## src/design/rpah_ram.sv

```systemverilog
// ----------------------------------------------------------------------------
// rpah_ram
// Simple dual-port RAM, one write port and one registered read port.
// ----------------------------------------------------------------------------
module rpah_ram #(
	parameter int WIDTH = 8,
	parameter int DEPTH = 16
) (
	input  logic                                    clk,
	input  logic                                    we,
	input  logic [(DEPTH > 1 ? $clog2(DEPTH) : 1)-1:0] waddr,
	input  logic [WIDTH-1:0]                        wdata,
	input  logic [(DEPTH > 1 ? $clog2(DEPTH) : 1)-1:0] raddr,
	output logic [WIDTH-1:0]                        rdata
);
	logic [WIDTH-1:0] mem [DEPTH];

	always_ff @(posedge clk) begin
		if (we) begin
			mem[waddr] <= wdata;
		end
		rdata <= mem[raddr];
	end
endmodule

```

## config.mk

```make
export PLATFORM = sky130hd
export DESIGN_NAME = rpah_ram
export DESIGN_NICKNAME = d
export VERILOG_FILES = /design/src/design/rpah_ram.sv
export SDC_FILE = /design/constraint.sdc
export NUM_CORES = 1
export LEC_CHECK = 0
export ABC_AREA = 0
export BUFFER_PORTS_ARGS = -buffer_cell sky130_fd_sc_hd__buf_4
export CAP_MARGIN = 20
export CORE_UTILIZATION = 40
export CTS_CLUSTER_SIZE = 24
export DETAILED_ROUTE_END_ITERATION = 7
export MAX_ROUTING_LAYER = met4
export PLACE_DENSITY = 0.54
export SYNTH_ARGS = -nofsm -noshare
export SYNTH_HDL_FRONTEND = slang
export SYNTH_SLANG_ARGS = --single-unit
```

## constraint.sdc

```tcl
create_clock -name clk -period 3.61 [get_ports clk]
set_clock_uncertainty 0.05 [all_clocks]
set_input_delay 0.361 -clock clk [delete_from_list [all_inputs] [get_ports clk]]
set_output_delay 0.361 -clock clk [all_outputs]
set_load 0.01 [all_outputs]
```

==> key figures, run 1 <==
Drt
  – Final wirelength: ~10000 um
  – ANT nets after route: 0
  – Detailed Route Iter0 Violations: about 100
  – Wirelength per Cell: about 23 um
  – DR DRC count: 0
  – Via count: between 2000 and 2500
  – TritonRoute pass-1 iters: 4
  – Drt via density: 5.23

Logic synthesis
  – Mapped Area: between 5000 and 6000 um^2
  – Area fraction in compound gates after synthesis: 0.0233
  – Post-synthesis cell count: around 230
  – Mux share of post-synthesis cell area: 0.150
  – Synth Register Bits: 136
  – Post-Synth Simple-Gate Area: 0.0318
  – Synth Area in XOR/XNOR: 0
  – Post-synth ARST share: 0
  – Yosys cell types: 19
  – Syn_area_per_cell: ~22 um^2
  – Adder-Cell Fraction of Synth Area: 0
  – Mapped Nets: ~250
  – Syn. warnings: 0
  – Post-synth EDFFs: ~130
  – Primary FF master, synth: edfxtp_1
  – Sequential fraction of the synthesis area: 0.778
  – Largest family of logic cells by synthesized area: multiplexers

Final layout
  – Commonest non-fill, non-tap cells in the layout: edfxtp_1 (128), buf_4 (29), mux4_2 (18)
  – Most common cell after layout, fill and taps aside: edfxtp_1
  – Antenna cells: 0
  – Area of the multi-input gates: ~1100 um^2
  – Share of cells above drive strength 1: 0.264
  – Register Area: roughly 4000 um^2
  – Synthesis-to-finish area growth: 17.8%
  – Layout Nets: 285
  – Fillers: 1036

Clock tree
  – H-tree depth: 4
  – Root Driver: clkbuf_16
  – Post-CTS sizing: 0
  – # clock sinks: 136
  – Setup Buffers After CTS: 0
  – Hold_buf cts: 0
  – Clock buffer depth: 2
  – Clk Latency, worst-skew pair: 0.41 ns
  – Worst-path clk slew: 0.05 ns
  – CTS buffer count: 17
  – CTS tree: done

Floorplan
  – Row count: 41
  – Die Area: 13300 um^2
  – DIE WIDTH: roughly 120 um
  – I/O Pins: 26
  – Core area: ~13000 um^2
  – Die H: 115 um
  – Starting Density: 0.410

GRT
  – GRT Total Usage: 0.185
  – Largest net degree at the start of global routing: 33
  – Initial antenna violation count: 0
  – First-pass GRT wire length: roughly 16000 um
  – Vias in the first global route: approximately 2500
  – Overflow after GRT: 0

STA
  – Minimum clock period: around 1.8 ns
  – RSZ-0062 raised after global routing: no
  – Final hold vios: 0
  – Tightest Pin Transition: 1.01 ns
  – Period utilisation layout: 0.492
  – Final setup violation count: 0
  – Hold Slack: 0.224 ns
  – TNS Setup: 0 ns
  – Worst slew margin: 0.327
  – Fmax achieved: 562 MHz
  – Final Max Slew Viols: 0

Setup path
  – Type of the worst setup path: input port to flop
  – Crit end category: flop
  – Critical Path RT: about 3.6 ns
  – CP Max Fanout: 8
  – CP Launch Type: input port
  – Critical path arrival: 1.76 ns
  – Reg2reg setup slack: around 2.2 ns

Pwr
  – Pwr Density: approximately 600 nW/um^2
  – Pleak: 0.00202 uW
  – Peak VDD IR: approximately 0.00028 V

Hold path
  – Hold WC Path Type: input port to flop

Run
  – Max Cap Viol: 0

Place
  – DP HPWL: about 6500 um
  – Placer Congestion: 0.723
  – IO Port Bufs: 25

Run status
  – Status: finished clean
-- routing by layer --
metal | vias to the layer above | wire length [um] | track usage
met4 | 0 | 172 | 0.0805
li1 | 1050 | - | -
met1 | 1250 | 5110 | 0.257
met5 | - | 0 | -
met2 | 53 | 4760 | 0.258
met3 | 12 | 449 | 0.0476
-- state kept, by name, indices dropped and copies added (netlist names) --
signal  cells
mem       128
rdata       8
-- path summary, 6_finish.rpt --
| check | startpoint | endpoint | cells after the start |
|---|---|---|---|
| max | waddr[2] | mem[3][5] | 3 |
| min | wdata[3] | mem[9][3] | 1 |
| max reg2reg | mem[9][1] | rdata[1] | 3 |
| min reg2reg | mem[15][7] | rdata[7] | 3 |
-- cells in the mapped netlist, types with 2 or more instances --
cell             count  area share
clkdlybuf4s25_2      3      0.0058
mux4_2              18       0.079
a22oi_1             16       0.023
nor3_1               4      0.0039
nand3b_1             2      0.0029
nand2b_1             2      0.0024
buf_2                3      0.0029
dfxtp_1              8       0.031
nand2_1              9      0.0066
nor2_1              13      0.0095
edfxtp_1           128        0.75
buf_6                3      0.0066
mux4_1              14       0.071
-- metrics by stage --
stage                      util  power, uW  cell area, um^2  worst slack, ns  std cells
after detailed placement  0.437       1990             5490             1.37        420
after CTS                 0.482       3650             6060             1.77        452
after floorplan               -       1900             5150             1.71        229
final                     0.482       3610             6060             1.83        452
after global routing      0.482       3720             6060             1.78        452
after global placement    0.437       1980             5490             1.32        419
-- logic make-up after synthesis --
family,Yosys count
DFF,136
and+or+nand+nor,35
muxes,32
AOI/OAI and AO/OA,16
buffers and inverters,10
-- area by class of cell --
| type | instances | share of cell area |
|---|---|---|
| multi-input combinational | 83 | 0.174 |
| tap | 172 | 0.0355 |
| sequential | 136 | 0.660 |
| clock buffer | 19 | 0.0714 |
| clock inverter | 13 | 0.0223 |
| timing repair buffer | 29 | 0.0359 |
-- critical path: stages --
cell and delay (ns):
buf_4 0.12, or3b_2 0.52, nor2_1 0.75
-- report_power, final --
group | internal [uW] | switching [uW]
clock | 1070 | 595
combinational | 74.3 | 97.3
sequential | 1770 | 11.9
Power figures use the tool's default switching activity.
==> inputs of run 2 (changes only) <==
==> constraint.sdc (replaced) <==
create_clock -name clk -period 1.7 [get_ports clk]
set_clock_uncertainty 0.05 [all_clocks]
set_input_delay 0.17 -clock clk [delete_from_list [all_inputs] [get_ports clk]]
set_output_delay 0.17 -clock clk [all_outputs]
set_load 0.01 [all_outputs]
==> key figures, run 2 (same netlist as run 1, synthesis figures left out) <==
STA
  – TNS Setup: 0 ns (unchanged)
  – Final setup violation count: 0 (unchanged)
  – Minimum clock period: 1.44 ns
  – Fmax achieved: just under 700 MHz
  – Final hold vios: 0 (unchanged)
  – Final Max Slew Viols: 0 (unchanged)
  – Tightest Pin Transition: 0.423 ns (-0.582 ns)
  – Worst slew margin: 0.718 (+0.391)
  – RSZ-0062 raised after global routing: no
  – Period utilisation layout: 0.850

GRT
  – GRT Total Usage: 0.178 (-0.00690)
  – Largest net degree at the start of global routing: 22 (-33%)
  – Initial antenna violation count: 0 (unchanged)
  – Overflow after GRT: 0 (unchanged)
  – First-pass GRT wire length: 15200 um (-4.2%)
  – Vias in the first global route: 2495 (+0.56%)

Run
  – Max Cap Viol: 0 (unchanged)

Run status
  – Status: finished clean

Clock tree
  – H-tree depth: 4 (unchanged)
  – CTS tree: done
  – Setup Buffers After CTS: 0 (unchanged)
  – Clk Latency, worst-skew pair: 0.41 ns (about the same)
  – # clock sinks: 136 (unchanged)
  – CTS buffer count: 17 (unchanged)
  – Root Driver: clkbuf_16
  – Clock buffer depth: 2 (unchanged)
  – Post-CTS sizing: 0 (unchanged)
  – Worst-path clk slew: 0.05 ns (about the same)
  – Hold_buf cts: 0 (unchanged)

Setup path
  – CP max-delay cell: mux4_1
  – Buf+Inv Stages, Crit Path: 0 (-1)
  – CP cell instances: mux4_1 > a22oi_1 > nand2_1
  – Critical path arrival: 1.69 ns (-0.07 ns)
  – CP Launch Type: flop
  – Crit end category: flop
  – CP Max Fanout: 1 (-7)
  – CP max stage delay: 0.56 ns (-0.19 ns)
  – Largest delay share family, worst path: multiplexers
  – Critical Path RT: 1.94 ns (-1.65 ns)
  – Type of the worst setup path: flop to flop

Final layout
  – Biggest regs: mem x128, rdata x8
  – Fillers: 1025 (-1.1%)
  – Largest Register: mem
  – Most common cell after layout, fill and taps aside: edfxtp_1
  – Share of cells above drive strength 1: 0.307 (+0.0424)
  – Commonest non-fill, non-tap cells in the layout: edfxtp_1 (128), buf_4 (46), mux4_2 (18)
  – Synthesis-to-finish area growth: 20.3%
  – Max reg flops: 128 (unchanged)
  – Finished Cell Area: 6190 um^2 (+2.2%)
  – Antenna cells: 0 (unchanged)
  – Layout Nets: 305 (+7.0%)

Hold path
  – Hold WC Path Type: input port to flop

Place
  – Placed cell areas: 5690 um^2 (+3.5%)
  – IO Port Bufs: 25 (unchanged)
  – Placer Congestion: 0.713 (-1.4%)
  – DP HPWL: 6480 um (-0.69%)

Floorplan
  – Core area: 12600 um^2 (unchanged)
  – Starting Density: 0.410 (unchanged)
  – I/O Pins: 26 (unchanged)
  – Row count: 41 (unchanged)
  – Die Area: 13300 um^2 (unchanged)
  – DIE WIDTH: 115 um (unchanged)
  – Die H: 115 um (unchanged)

Drt
  – Drt via density: 5.10 (-2.5%)
  – TritonRoute pass-1 iters: 4 (unchanged)
  – DR DRC count: 0 (unchanged)
  – Detailed Route Iter0 Violations: 190 (+84%)
  – ANT nets after route: 0 (unchanged)
  – Final wirelength: 10100 um (-4.0%)
  – Wirelength per Cell: 21.3 um (-8.1%)
  – Via count: 2409 (+1.9%)

Pwr
  – Pwr Density: 1180 nW/um^2 (+98%)
  – Pleak: 0.00211 uW (+4.3%)
  – Peak VDD IR: 0.000624 V (+120%)
run 2: changes by cell type in the layout (fill, tap and decap cells not counted), sizes merged:
cell    change
clkinv      -4
clkbuf      +7
bufinv      -3
buf        +20
run 2: per-layer routing:
metal | vias to the layer above | global-route usage | routed length (um)
met3 | 16 | 0.0513 | 374
li1 | 1084 | - | -
met4 | 0 | 0.0727 | 158
met5 | - | - | 0
met1 | 1257 | 0.224 | 4520
met2 | 52 | 0.273 | 5020
run 2: layout make-up:
class / count / area (um^2) / area share
Tap cell: 172 / 215 / 0.0347
Sequential cell: 136 / 4000 / 0.646
Clock buffer: 26 / 479 / 0.0774
Clock inverter: 6 / 27.5 / 0.00444
Multi-Input combinational cell: 83 / 1060 / 0.172
Timing Repair Buffer: 49 / 405 / 0.0655
run 2: power breakdown:
part / internal [uW] / switching (uW) / total [uW] / leakage [uW]
clock network: 1920 / 1220 / 3130 / 0.000251
registers: 3750 / 26.5 / 3780 / 0.00122
logic: 185 / 203 / 387 / 0.000631
total: 5850 / 1440 / 7300 / 0.00211
run 2: path summary, 6_finish.rpt:
kind / from / end / slack (ns) / cells past startpoint
max: mem[5][0] / rdata[0] / 0.26 / 3
min: wdata[2] / mem[15][2] / 0.02 / 1
max reg2reg: mem[5][0] / rdata[0] / 0.26 / 3
min reg2reg: mem[15][3] / rdata[3] / 0.63 / 3
run 2: per-stage QoR:
stage	total power (uW)	hold WS [ns]	utilization	setup WS, ns	std cells
after floorplan	4040	0.219	-	0.214	229
after global placement	4230	0.435	0.452	0.0555	440
after detailed placement	4240	0.447	0.452	0.0583	440
after CTS	7380	0.00969	0.493	0.215	472
after global routing	7550	0.0137	0.493	0.152	472
final	7300	0.0187	0.493	0.255	472
